--- src/rtl/ilc_pkg.sv ---
// Shared types, phase and lamp codes, register indexes and reset values
// for the intersection light controller. No dependencies.
package ilc_pkg;

  localparam int TimeW = 32;
  localparam int CfgW  = 16;
  localparam int AddrW = 3;

  // Road phase codes
  localparam logic [2:0] RD_VERT_GREEN      = 3'd0;
  localparam logic [2:0] RD_VERT_AMBER_OUT  = 3'd1;
  localparam logic [2:0] RD_HORIZ_GREEN     = 3'd2;
  localparam logic [2:0] RD_HORIZ_AMBER_IN  = 3'd3;
  localparam logic [2:0] RD_VERT_AMBER_IN   = 3'd4;
  localparam logic [2:0] RD_HORIZ_AMBER_OUT = 3'd5;

  // Pedestrian phase codes
  localparam logic [1:0] PED_IDLE    = 2'd0;
  localparam logic [1:0] PED_WAITING = 2'd1;
  localparam logic [1:0] PED_WALKING = 2'd2;

  // Lamp colors
  localparam logic [1:0] LAMP_RED   = 2'd0;
  localparam logic [1:0] LAMP_AMBER = 2'd1;
  localparam logic [1:0] LAMP_GREEN = 2'd2;

  // Register indexes
  localparam logic [AddrW-1:0] REG_BLINK_PERIOD = 3'd0;
  localparam logic [AddrW-1:0] REG_PED_WAIT     = 3'd1;
  localparam logic [AddrW-1:0] REG_WALK         = 3'd2;
  localparam logic [AddrW-1:0] REG_AMBER        = 3'd3;
  localparam logic [AddrW-1:0] REG_MIN_GREEN    = 3'd4;
  localparam logic [AddrW-1:0] REG_MAX_RED_WAIT = 3'd5;

  // Register reset values
  localparam logic [CfgW-1:0] BLINK_PERIOD_RST = 16'd300;
  localparam logic [CfgW-1:0] PED_WAIT_RST     = 16'd4000;
  localparam logic [CfgW-1:0] WALK_RST         = 16'd5000;
  localparam logic [CfgW-1:0] AMBER_RST        = 16'd2000;
  localparam logic [CfgW-1:0] MIN_GREEN_RST    = 16'd5000;
  localparam logic [CfgW-1:0] MAX_RED_WAIT_RST = 16'd6000;

  // Result of one road step
  typedef struct packed {
    logic [1:0] vert_color;
    logic [1:0] horiz_color;
    logic [2:0] phase;
  } road_out_t;

  // Result of one pedestrian step
  typedef struct packed {
    logic       ped_red;
    logic       ped_green;
    logic       ped_indicator;
    logic [1:0] phase;
  } ped_out_t;

  // Wrapping elapsed-time check: (now - stamp) mod 2^32 >= limit
  function automatic logic elapsed(input logic [TimeW-1:0] now,
                                   input logic [TimeW-1:0] stamp,
                                   input logic [CfgW-1:0]  limit);
    logic [TimeW-1:0] diff;
    diff = now - stamp;
    return diff >= {{(TimeW-CfgW){1'b0}}, limit};
  endfunction

endpackage

--- src/rtl/ilc_road_fsm.sv ---
// Six-phase road state machine with its phase and red-wait timers.
// Depends on ilc_pkg.
module ilc_road_fsm (
  input  logic                      clk,
  input  logic                      rst,
  input  logic                      step,
  input  logic [ilc_pkg::TimeW-1:0] now_ms,
  input  logic                      vert_car,
  input  logic                      horiz_car,
  input  logic                      ped_request,
  input  logic [ilc_pkg::CfgW-1:0]  amber_ms,
  input  logic [ilc_pkg::CfgW-1:0]  min_green_ms,
  input  logic [ilc_pkg::CfgW-1:0]  max_red_wait_ms,
  output ilc_pkg::road_out_t        road_out
);
  import ilc_pkg::*;

  logic [2:0]       road_state, road_state_next;
  logic [TimeW-1:0] road_phase_start, road_phase_start_next;
  logic [TimeW-1:0] red_wait_start, red_wait_start_next;
  logic [TimeW-1:0] wait_stamp;
  logic             amber_done;

  // Wait stamp as seen this poll: zero means not waiting, so start it now
  assign wait_stamp = (red_wait_start == '0) ? now_ms : red_wait_start;
  assign amber_done = elapsed(now_ms, road_phase_start, amber_ms);

  // Step the road phase
  always_comb begin
    road_state_next       = road_state;
    road_phase_start_next = road_phase_start;
    red_wait_start_next   = red_wait_start;
    road_out.vert_color   = LAMP_RED;
    road_out.horiz_color  = LAMP_RED;
    unique case (road_state)
      RD_VERT_GREEN: begin
        road_out.vert_color = LAMP_GREEN;
        if (horiz_car || ped_request) begin
          red_wait_start_next = wait_stamp;
          if (!vert_car || elapsed(now_ms, wait_stamp, max_red_wait_ms)) begin
            red_wait_start_next   = '0;
            road_state_next       = RD_VERT_AMBER_OUT;
            road_phase_start_next = now_ms;
          end
        end else begin
          red_wait_start_next = '0;
          if (!vert_car && elapsed(now_ms, road_phase_start, min_green_ms)) begin
            road_state_next       = RD_VERT_AMBER_OUT;
            road_phase_start_next = now_ms;
          end
        end
      end
      RD_VERT_AMBER_OUT: begin
        road_out.vert_color = LAMP_AMBER;
        if (amber_done) begin
          road_state_next       = RD_HORIZ_AMBER_IN;
          road_phase_start_next = now_ms;
        end
      end
      RD_HORIZ_AMBER_IN: begin
        road_out.horiz_color = LAMP_AMBER;
        if (amber_done) begin
          road_state_next       = RD_HORIZ_GREEN;
          road_phase_start_next = now_ms;
        end
      end
      RD_HORIZ_GREEN: begin
        road_out.horiz_color = LAMP_GREEN;
        if (vert_car) begin
          red_wait_start_next = wait_stamp;
          if (!horiz_car || elapsed(now_ms, wait_stamp, max_red_wait_ms)) begin
            red_wait_start_next   = '0;
            road_state_next       = RD_HORIZ_AMBER_OUT;
            road_phase_start_next = now_ms;
          end
        end else begin
          red_wait_start_next = '0;
          if ((!horiz_car && elapsed(now_ms, road_phase_start, min_green_ms)) ||
              ped_request) begin
            road_state_next       = RD_HORIZ_AMBER_OUT;
            road_phase_start_next = now_ms;
          end
        end
      end
      RD_HORIZ_AMBER_OUT: begin
        road_out.horiz_color = LAMP_AMBER;
        if (amber_done) begin
          road_state_next       = RD_VERT_AMBER_IN;
          road_phase_start_next = now_ms;
        end
      end
      default: begin
        // vertical amber toward green
        road_out.vert_color = LAMP_AMBER;
        if (amber_done) begin
          road_state_next       = RD_VERT_GREEN;
          road_phase_start_next = now_ms;
        end
      end
    endcase
    road_out.phase = road_state_next;
  end

  // Commit the step when the beat advances
  always_ff @(posedge clk) begin
    if (rst) begin
      road_state       <= RD_VERT_GREEN;
      road_phase_start <= '0;
      red_wait_start   <= '0;
    end else if (step) begin
      road_state       <= road_state_next;
      road_phase_start <= road_phase_start_next;
      red_wait_start   <= red_wait_start_next;
    end
  end

endmodule

--- src/rtl/ilc_ped_fsm.sv ---
// Three-phase pedestrian state machine with the blinking wait indicator.
// Depends on ilc_pkg.
module ilc_ped_fsm (
  input  logic                      clk,
  input  logic                      rst,
  input  logic                      step,
  input  logic [ilc_pkg::TimeW-1:0] now_ms,
  input  logic                      ped_button,
  input  logic [2:0]                road_phase,
  input  logic [ilc_pkg::CfgW-1:0]  blink_period_ms,
  input  logic [ilc_pkg::CfgW-1:0]  ped_wait_ms,
  input  logic [ilc_pkg::CfgW-1:0]  walk_ms,
  output logic                      ped_request,
  output ilc_pkg::ped_out_t         ped_out
);
  import ilc_pkg::*;

  logic [1:0]       ped_state, ped_state_next;
  logic [TimeW-1:0] ped_phase_start, ped_phase_start_next;
  logic [TimeW-1:0] blink_stamp, blink_stamp_next;
  logic             indicator_on, indicator_on_next;
  logic             blink_due;
  logic             stopped;

  assign ped_request = (ped_state == PED_WAITING);
  assign blink_due   = elapsed(now_ms, blink_stamp, blink_period_ms);
  // Cross only while horizontal traffic has right of way (vertical stopped)
  assign stopped     = (road_phase == RD_HORIZ_GREEN) || (road_phase == RD_HORIZ_AMBER_IN);

  // Step the pedestrian phase
  always_comb begin
    ped_state_next        = ped_state;
    ped_phase_start_next  = ped_phase_start;
    blink_stamp_next      = blink_stamp;
    indicator_on_next     = indicator_on;
    ped_out.ped_red       = 1'b0;
    ped_out.ped_green     = 1'b0;
    ped_out.ped_indicator = 1'b0;
    unique case (ped_state)
      PED_IDLE: begin
        ped_out.ped_red = 1'b1;
        if (ped_button) begin
          ped_phase_start_next = now_ms;
          blink_stamp_next     = now_ms;
          indicator_on_next    = 1'b0;
          ped_state_next       = PED_WAITING;
        end
      end
      PED_WAITING: begin
        if (blink_due) begin
          indicator_on_next = ~indicator_on;
          blink_stamp_next  = now_ms;
        end
        ped_out.ped_red       = 1'b1;
        ped_out.ped_indicator = indicator_on_next;
        if (elapsed(now_ms, ped_phase_start, ped_wait_ms) && stopped) begin
          ped_phase_start_next = now_ms;
          ped_state_next       = PED_WALKING;
        end
      end
      default: begin
        // walking
        ped_out.ped_green = 1'b1;
        if (elapsed(now_ms, ped_phase_start, walk_ms)) begin
          ped_state_next = PED_IDLE;
        end
      end
    endcase
    ped_out.phase = ped_state_next;
  end

  // Commit the step when the beat advances
  always_ff @(posedge clk) begin
    if (rst) begin
      ped_state       <= PED_IDLE;
      ped_phase_start <= '0;
      blink_stamp     <= '0;
      indicator_on    <= 1'b0;
    end else if (step) begin
      ped_state       <= ped_state_next;
      ped_phase_start <= ped_phase_start_next;
      blink_stamp     <= blink_stamp_next;
      indicator_on    <= indicator_on_next;
    end
  end

endmodule

--- src/rtl/intersection_light_controller.sv ---
// Intersection light controller with pedestrian crossing, one poll per beat.
// A result beat passes through the input register, then the result register;
// throughput is one beat per cycle while m_tready does not stall the output.
// The road step feeds the pedestrian step in the same cycle, between the
// two registers. Synchronous active-high reset puts both machines in their
// start phases, clears all timestamps and loads the register defaults.
module intersection_light_controller (
  input  logic                      clk,
  input  logic                      rst,
  input  logic                      s_tvalid,
  output logic                      s_tready,
  // [31:0] now_ms, [32] ped_button, [33] vert_car, [34] horiz_car, [39:35] zero
  input  logic [39:0]               s_tdata,
  output logic                      m_tvalid,
  input  logic                      m_tready,
  // [0] ped_red, [1] ped_green, [2] ped_indicator, [4:3] vert_color,
  // [6:5] horiz_color, [8:7] ped_phase, [11:9] road_phase, [15:12] zero
  output logic [15:0]               m_tdata,
  input  logic                      cfg_wr_en,
  input  logic [ilc_pkg::AddrW-1:0] cfg_addr,
  input  logic [ilc_pkg::CfgW-1:0]  cfg_wdata
);
  import ilc_pkg::*;

  logic [CfgW-1:0]  blink_period_ms, ped_wait_ms, walk_ms;
  logic [CfgW-1:0]  amber_ms, min_green_ms, max_red_wait_ms;
  logic             in_valid;
  logic [TimeW-1:0] in_now;
  logic             in_button, in_vcar, in_hcar;
  logic             advance;
  logic             ped_request;
  road_out_t        road_out;
  ped_out_t         ped_out;

  // Configuration writes
  always_ff @(posedge clk) begin
    if (rst) begin
      blink_period_ms <= BLINK_PERIOD_RST;
      ped_wait_ms     <= PED_WAIT_RST;
      walk_ms         <= WALK_RST;
      amber_ms        <= AMBER_RST;
      min_green_ms    <= MIN_GREEN_RST;
      max_red_wait_ms <= MAX_RED_WAIT_RST;
    end else if (cfg_wr_en) begin
      unique case (cfg_addr)
        REG_BLINK_PERIOD: blink_period_ms <= cfg_wdata;
        REG_PED_WAIT:     ped_wait_ms     <= cfg_wdata;
        REG_WALK:         walk_ms         <= cfg_wdata;
        REG_AMBER:        amber_ms        <= cfg_wdata;
        REG_MIN_GREEN:    min_green_ms    <= cfg_wdata;
        REG_MAX_RED_WAIT: max_red_wait_ms <= cfg_wdata;
        default: ;
      endcase
    end
  end

  // Step the held beat when the result register can take it
  assign advance  = in_valid && (!m_tvalid || m_tready);
  assign s_tready = !in_valid || advance;

  // Input register
  always_ff @(posedge clk) begin
    if (rst) begin
      in_valid <= 1'b0;
    end else if (s_tready) begin
      in_valid <= s_tvalid;
    end
  end

  always_ff @(posedge clk) begin
    if (s_tready && s_tvalid) begin
      in_now    <= s_tdata[31:0];
      in_button <= s_tdata[32];
      in_vcar   <= s_tdata[33];
      in_hcar   <= s_tdata[34];
    end
  end

  ilc_road_fsm u_road (
    .clk             (clk),
    .rst             (rst),
    .step            (advance),
    .now_ms          (in_now),
    .vert_car        (in_vcar),
    .horiz_car       (in_hcar),
    .ped_request     (ped_request),
    .amber_ms        (amber_ms),
    .min_green_ms    (min_green_ms),
    .max_red_wait_ms (max_red_wait_ms),
    .road_out        (road_out)
  );

  ilc_ped_fsm u_ped (
    .clk             (clk),
    .rst             (rst),
    .step            (advance),
    .now_ms          (in_now),
    .ped_button      (in_button),
    .road_phase      (road_out.phase),
    .blink_period_ms (blink_period_ms),
    .ped_wait_ms     (ped_wait_ms),
    .walk_ms         (walk_ms),
    .ped_request     (ped_request),
    .ped_out         (ped_out)
  );

  // Result register
  always_ff @(posedge clk) begin
    if (rst) begin
      m_tvalid <= 1'b0;
    end else if (!m_tvalid || m_tready) begin
      m_tvalid <= in_valid;
    end
  end

  always_ff @(posedge clk) begin
    if (advance) begin
      m_tdata <= {4'b0000, road_out.phase, ped_out.phase, road_out.horiz_color,
                  road_out.vert_color, ped_out.ped_indicator, ped_out.ped_green,
                  ped_out.ped_red};
    end
  end

endmodule
--- config.mk ---
export PLATFORM = sky130hd
export DESIGN_NAME = intersection_light_controller
export DESIGN_NICKNAME = d
export VERILOG_FILES = /design/src/rtl/ilc_pkg.sv /design/src/rtl/ilc_road_fsm.sv /design/src/rtl/ilc_ped_fsm.sv /design/src/rtl/intersection_light_controller.sv
export SDC_FILE = /design/constraint.sdc
export NUM_CORES = 1
export LEC_CHECK = 0
export BUFFER_PORTS_ARGS = -buffer_cell sky130_fd_sc_hd__buf_2
export CAP_MARGIN = 10
export CORE_MARGIN = 2
export CORE_UTILIZATION = 35
export DETAILED_ROUTE_END_ITERATION = 6
export PLACE_DENSITY = 0.56
export SYNTH_ARGS = -nofsm -noshare
export SYNTH_HDL_FRONTEND = slang
export SYNTH_SLANG_ARGS = --single-unit
export TNS_END_PERCENT = 10
--- constraint.sdc ---
create_clock -name clk -period 6.6 [get_ports clk]
set_input_delay 0.33 -clock clk [delete_from_list [all_inputs] [get_ports clk]]
set_output_delay 0.33 -clock clk [all_outputs]
set_load 0.01 [all_outputs]
==> results of run 1 <==
-- per-layer routing --
metal	global-route usage (%)	part of all wire, %	vias up
li1	-	-	9489
met1	26.08	44	8999
met2	35.47	47	513
met3	3.965	5.8	131
met4	8.894	3.8	6
met5	0	0.062	-
-- final timing paths --
path	to	depth (start not counted)	start
worst max-delay path	u_road.road_phase_start[11]	32	u_road.red_wait_start[23]
worst min-delay path	ped_wait_ms[1]	3	cfg_wdata[1]
worst max register to register	u_road.road_phase_start[11]	32	u_road.red_wait_start[23]
worst min register to register	blink_period_ms[10]	2	blink_period_ms[10]
-- timing repair --
action	CTS	global route
hold buffers	36	0
buffers inserted	0	1
resized for setup	0	8
endpoints found under the setup margin	0	104
endpoints found under the hold margin	36	0
-- kinds of logic (layout without fill, tap and decap cells) --
kind of cell / after synthesis / in the layout
other: 1 / 4
XOR/XNOR: 82 / 82
AO/OA/AOI/OAI: 727 / 727
adder cells (fa/ha/maj): 224 / 224
multiplexers: 74 / 74
AND/OR/NAND/NOR: 892 / 892
buffers and inverters: 350 / 450
flip-flops: 279 / 279
-- worst min-delay path, stage by stage --
cell     delay (ps)
buf_2           150
nand2_1          60
a21oi_1          50
-- registers in the layout, indices dropped and copies added, names as in the netlist, 2 cells and up --
register / flops
min_green_ms: 16
amber_ms: 16
walk_ms: 16
u_road.red_wait_start: 32
blink_period_ms: 16
u_ped.blink_stamp: 32
u_road.road_phase_start: 32
u_road.road_state: 3
m_tdata: 12
ped_wait_ms: 16
in_now: 32
u_ped.ped_phase_start: 32
u_ped.ped_state: 2
max_red_wait_ms: 16
-- metrics by stage --
| stage | util (%) | power (W) |
|---|---|---|
| finish | 40.38 | 0.005307 |
| detailed placement | 37.55 | 0.003292 |
| global placement | 37.55 | 0.003267 |
| CTS | 40.21 | 0.005327 |
| floorplan | - | 0.002863 |
| global route | 40.38 | 0.005587 |
-- report_power, final --
group	switching [W]	internal, W
clock network	0.000826	0.00118
registers	0.0000636	0.00180
logic	0.000863	0.000577
-- final cells by class --
class	count	area [sq um]	share of cell area [%]
Multi-Input combinational cell	2003	13520	56.74
Inverter	230	863.3	3.622
Sequential cell	279	6056	25.41
Clock inverter	12	132.6	0.5565
Tap cell	773	967.2	4.058
Clock buffer	53	1076	4.515
Timing Repair Buffer	155	1215	5.098
-- cells in the final DEF, fill, tap and decap left out, types with 52 or more instances in the layout --
cell	instances
a21oi_1	297
o21ai_0	126
dfxtp_1	232
a21o_1	59
xnor2_1	52
nand2_1	282
inv_1	228
nand2b_1	116
ha_1	220
nor2_1	150
nor2b_1	53
buf_2	71
nand3b_1	56
mux2i_1	72
==> results.toml, run 1 <==
[placed_design]
dp_slack_ps = 220.4
io_buffers = 72
placedInstanceArea_sq_um = 22160
place.gp.congestion = 0.9162
dpl.hpwl_microns = 50530
dp.cells = 3401

[global_routing]
gr-usage-all-layers_pct = 21.00
grt_pass1_vias = 18492
antenna_found_initial = 3
grt_start_max_net_pins = 241
grt_first_pass_wirelength_microns = 101000
overflow = 0

[logic_synthesis]
yosysTopAreaCellShare_pct = 22.22
synth_area_sq_um = 20900
synth_compound_area_share_pct = 21.81
synthCells = 2629
synth_cell_type_count = 94
yosysMostFrequentCell = "a21oi_1"
yosysWarnings = 0
ys.flop_type = "dfxtp_1"
synth_edf_count = 47
ys_async_sr_fraction_pct = 0
synth_top_family_by_area = "simple AND/OR/NAND/NOR gates"
synthTopCellsByArea = "dfxtp_1 22%, ha_1 13%, a21oi_1 7.1%, edfxtp_1 6.8%, nand2_1 5.1%"
synthAdderAreaFrac_pct = 13.56
synth_commonest_cells = "297 x a21oi_1, 282 x nand2_1, 232 x dfxtp_1"
synth-seq-cells = 279
synth_top_cell_by_area = "dfxtp_1"
ys_seq_area_share_pct = 28.98
yosys.area_share.simple_pct = 22.04
synthMuxAreaShare_pct = 3.556
syn_avg_cell_area_sq_um = 7.949
synth_xor_xnor_area_share_pct = 3.437

[sta]
fmax_mhz = 162.9
layout_min_cycle_time_ps = 6138
setup_tns_ps = 0
relSlewSlack_pct = 20.62
finalSetupViolations = 0
hold_viol_final = 0
maxSlewViolCount = 0
layout_setup_ws_ps = 462.1
post-route-period-util_pct = 93.00
whs_ps = 69.41
worstMarginPinSlew_ps = 1191
finClkSkew_ps = 33.35

[clock_tree]
clockBufferDepth = 3
cts_made_buffers = 36
cts_htree_levels = 2
clock_sinks = 279
insertion_delay_ps = 580
clockRootBuffer = "clkbuf_16"
clkTransAtPathRegs_ps = 60
cts_tree = "yes"

[worst_setup_path]
critPathLaunchType = "register"
max_stage_delay_ps = 480
required_ps = 7040
endpoint_kind = "register"
path_class = "register to register"
critPathBufInv = 7
cp_max_fo = 32
crit_top_cell = "buf_4"
crit_arrival_ps = 6580
crit_slowest_cell = "or3b_2"
r2r_slack_ps = 460
crit_family = "simple AND/OR/NAND/NOR gates"

[floorplan]
row_count = 89
die-area_sq_um = 61680
die_w_microns = 248.4
die_h_microns = 248.4
start_util_pct = 35.41
ios = 82
fp.coreArea_sq_um = 59020

[route]
wl_microns = 66080
vias = 19138
drtIter0Drc = 1202
drtAntennaViolNets = 0
viasPerCell = 5.460
drt-wirelength-per-cell_microns = 18.85
drc = 0
drtPass1Iterations = 7

[finish]
fill_cells = 6014
area_growth_pct = 14.05
finalNetCount = 2993
diodes = 0
stdcell_area_sq_um = 23830
stdcell_count = 3505
drive_gt1_share_pct = 8.272

[outcome]
status = "finished, final reports clean"

[power]
powerDensity_nw_per_um2 = 222.7
p_leak_nw = 9.540
vdd_drop_max_mv = 0.2366

[worst_hold_path]
holdCritPathClass = "input pin to register"

[job]
cap_viol_max_count = 0
Note: power is estimated with default switching activity, not from simulation.
==> run 2, diff against run 1 <==
--- a/config.mk
+++ b/config.mk
@@ -5,6 +5,7 @@
 export SDC_FILE = /design/constraint.sdc
 export NUM_CORES = 1
 export LEC_CHECK = 0
+export ABC_AREA = 1
 export BUFFER_PORTS_ARGS = -buffer_cell sky130_fd_sc_hd__buf_2
 export CAP_MARGIN = 10
 export CORE_MARGIN = 2
==> run 2 against run 1 <==
  * First-iteration DRC count rose by 46%
  * Sequential power rose by 2%
  * Global-route usage rose by 1.7 points
  * Power rose by 7.0%
  * Via count rose by 14%
  * Clock skew fell by 7.8 ps
  * Die area rose by 6.9%
  * Register-to-register slack improved by 850 ps
  * Synthesized cell count rose by 35%
  * Sequential share of layout area fell by 1.3 points
  * Largest power group unchanged
==> results.toml, run 2 <==
[floorplan]
start_util_pct = 35.46
die_h_microns = 256.8
fp.coreArea_sq_um = 63080
die-area_sq_um = 65960
die_w_microns = 256.8
ios = 82
row_count = 92

[power]
power_w = 0.005681
powerDensity_nw_per_um2 = 226.5
vdd_drop_max_mv = 0.1452
p_leak_nw = 12.38

[worst_setup_path]
crit_top_cell = "nand2_1"
critPathLaunchType = "register"
r2r_slack_ps = 1320
cp_max_fo = 63
rr_startpoint = "u_road.red_wait_start[27]"
required_ps = 7050
crit_arrival_ps = 5740
endpoint_kind = "register"
r2r_cells = 31
path_class = "register to register"
max_stage_delay_ps = 480
regToRegEndpoint = "u_road.road_phase_start[0]"
crit_slowest_cell = "fa_1"

[route]
drc = 0
drtIter0Drc = 1756
viasPerCell = 4.845
drtPass1Iterations = 7
wl_microns = 75880
drt-wirelength-per-cell_microns = 16.90
drtAntennaViolNets = 0
vias = 21756

[global_routing]
grt_util_met1_pct = 31.10
grt_start_max_net_pins = 84
grt_busiest_layer = "met2"
grt_first_pass_wirelength_microns = 115200
met3_usage_pct = 2.936
overflow = 0
gr-usage-all-layers_pct = 22.65
grt_pass1_vias = 19948
use_met2_pct = 35.92
antenna_found_initial = 2

[logic_synthesis]
ys_seq_area_share_pct = 27.07
synth_top_cell_by_area = "dfxtp_1"
yosysTopAreaCellShare_pct = 20.76
ys_async_sr_fraction_pct = 0
yosysWarnings = 0
ys.flop_type = "dfxtp_1"
synth_commonest_cells = "938 x nand2_1, 621 x inv_1, 407 x nor2_1"
yosysMostFrequentCell = "nand2_1"
synth_edf_count = 47
synthCells = 3541
synth_area_sq_um = 22370
synth_cell_type_count = 48
synth-seq-cells = 279
syn_avg_cell_area_sq_um = 6.318
synthTopCellsByArea = "dfxtp_1 21%, nand2_1 16%, ha_1 12%, inv_1 10%, a21oi_1 6.9%"

[placed_design]
dpl.hpwl_microns = 58960
io_buffers = 72
placedInstanceArea_sq_um = 23560
dp.cells = 4392
place.gp.congestion = 0.9644

[finish]
regArea_sq_um = 6056
area_growth_pct = 12.09
stdcell_count = 4490
final_cell_mix = "938 x nand2_1, 621 x inv_1, 406 x nor2_1"
layout_commonest_cell = "nand2_1"
stdcell_area_sq_um = 25080
finalNetCount = 3906
fill_cells = 7003
multi_input_area_sq_um = 13550
drive_gt1_share_pct = 5.325

[sta]
rsz0062_at_grt = "no"
worstMarginPinSlew_ps = 1010
layout_min_cycle_time_ps = 5283
post-route-period-util_pct = 80.05
finalSetupViolations = 0
fmax_mhz = 189.3
setup_tns_ps = 0
maxSlewViolCount = 0
finClkSkew_ps = 25.51
relSlewSlack_pct = 32.58
hold_viol_final = 0

[clock_tree]
cts_tree = "yes"
hold_buffers = 35
insertion_delay_ps = 570
clockBufferDepth = 3
cts-resized-gates = 0
clock_sinks = 279
clockRootBuffer = "clkbuf_16"
cts_htree_levels = 2
clkTransAtPathRegs_ps = 60
cts_made_buffers = 35
cts_setup_buffers = 0

[worst_hold_path]
whs_path_depth = 3
hold_start = "s_tvalid"
holdCritPathClass = "input pin to register"
hold_end = "in_valid"

[job]
cap_viol_max_count = 0

[outcome]
status = "finished, final reports clean"
==> run 2: cell types whose count changed in the layout (fill, tap and decap cells not counted), moves of 35 or more <==
cell and change:
mux2i_1 -72, nand2b_1 -116, nor2b_1 -53, a21o_1 -43
nand3_1 +117, nand3b_1 -43, nor2_1 +256, xor2_1 +35
xnor2_1 -37, inv_1 +393, nand2_1 +656
==> run 2: stage by stage <==
stage | setup slack (ps) | util (%) | hold slack [ps]
4_1_cts | 1304 | 39.75 | 39.54
5_1_grt | 798.7 | 39.75 | 88.40
2_1_floorplan | 2591 | - | 428.9
3_5_place_dp | 1315 | 37.35 | 452.7
6_report | 1317 | 39.75 | 60.63
3_3_place_gp | 1360 | 37.35 | 446.4
==> run 2: layout make-up <==
class	count	share of cell area [%]
sequential	279	24.15
inverter	633	9.485
clock inverter	12	0.6337
antenna	1	0.009979
clock buffer	50	3.997
tap	846	4.221
timing repair buffer	127	3.483
multi-input combinational	2542	54.02
==> run 2: worst max-delay path by stage <==
stage | depth (start not counted) | start | to | slack, ps
global placement | 31 | u_road.red_wait_start[28] | u_road.road_phase_start[31] | 1360
floorplan | 35 | u_road.red_wait_start[19] | m_tdata[7] | 2590
detailed placement | 31 | u_road.red_wait_start[28] | u_road.road_phase_start[0] | 1310
CTS | 31 | u_road.red_wait_start[28] | u_road.road_phase_start[0] | 1300
finish | 31 | u_road.red_wait_start[27] | u_road.road_phase_start[0] | 1320
global route | 31 | u_road.red_wait_start[27] | u_road.road_phase_start[0] | 800
==> run 2: worst max-delay path: cells and delay by family, from the launching register on <==
family | cells | cell delay (ps)
and+or+nand+nor | 20 | 2300
adders and majority gates | 3 | 920
buffers and inverters | 5 | 910
AOI/OAI and AO/OA | 2 | 510
DFF | 1 | 320
xor gates and xnor gates | 1 | 180
==> run 2: report_power, final <==
group	internal [W]	total, W	leakage, nW	switching, W
Sequential	0.00182	0.00190	2.35	0.0000847
Combinational	0.000635	0.00179	9.46	0.00115
Clock	0.00118	0.00199	0.573	0.000809
==> run 2: per-layer routing <==
metal / routed length [microns] / vias to the layer above
met3: 4021 / 120
met4: 3148 / 0
met1: 35780 / 9685
li1: - / 11452
met2: 32930 / 499
met5: 0 / -
==> run 2: cell families after synthesis <==
logic type | count (synthesis) | share of synthesized area (%)
xor+xnor | 80 | 3.132
flops | 279 | 27.07
compound gates | 578 | 14.17
other cells | 1 | 0.01676
buf+inv | 723 | 12.51
simple gates | 1656 | 30.44
fa+ha+maj | 224 | 12.66
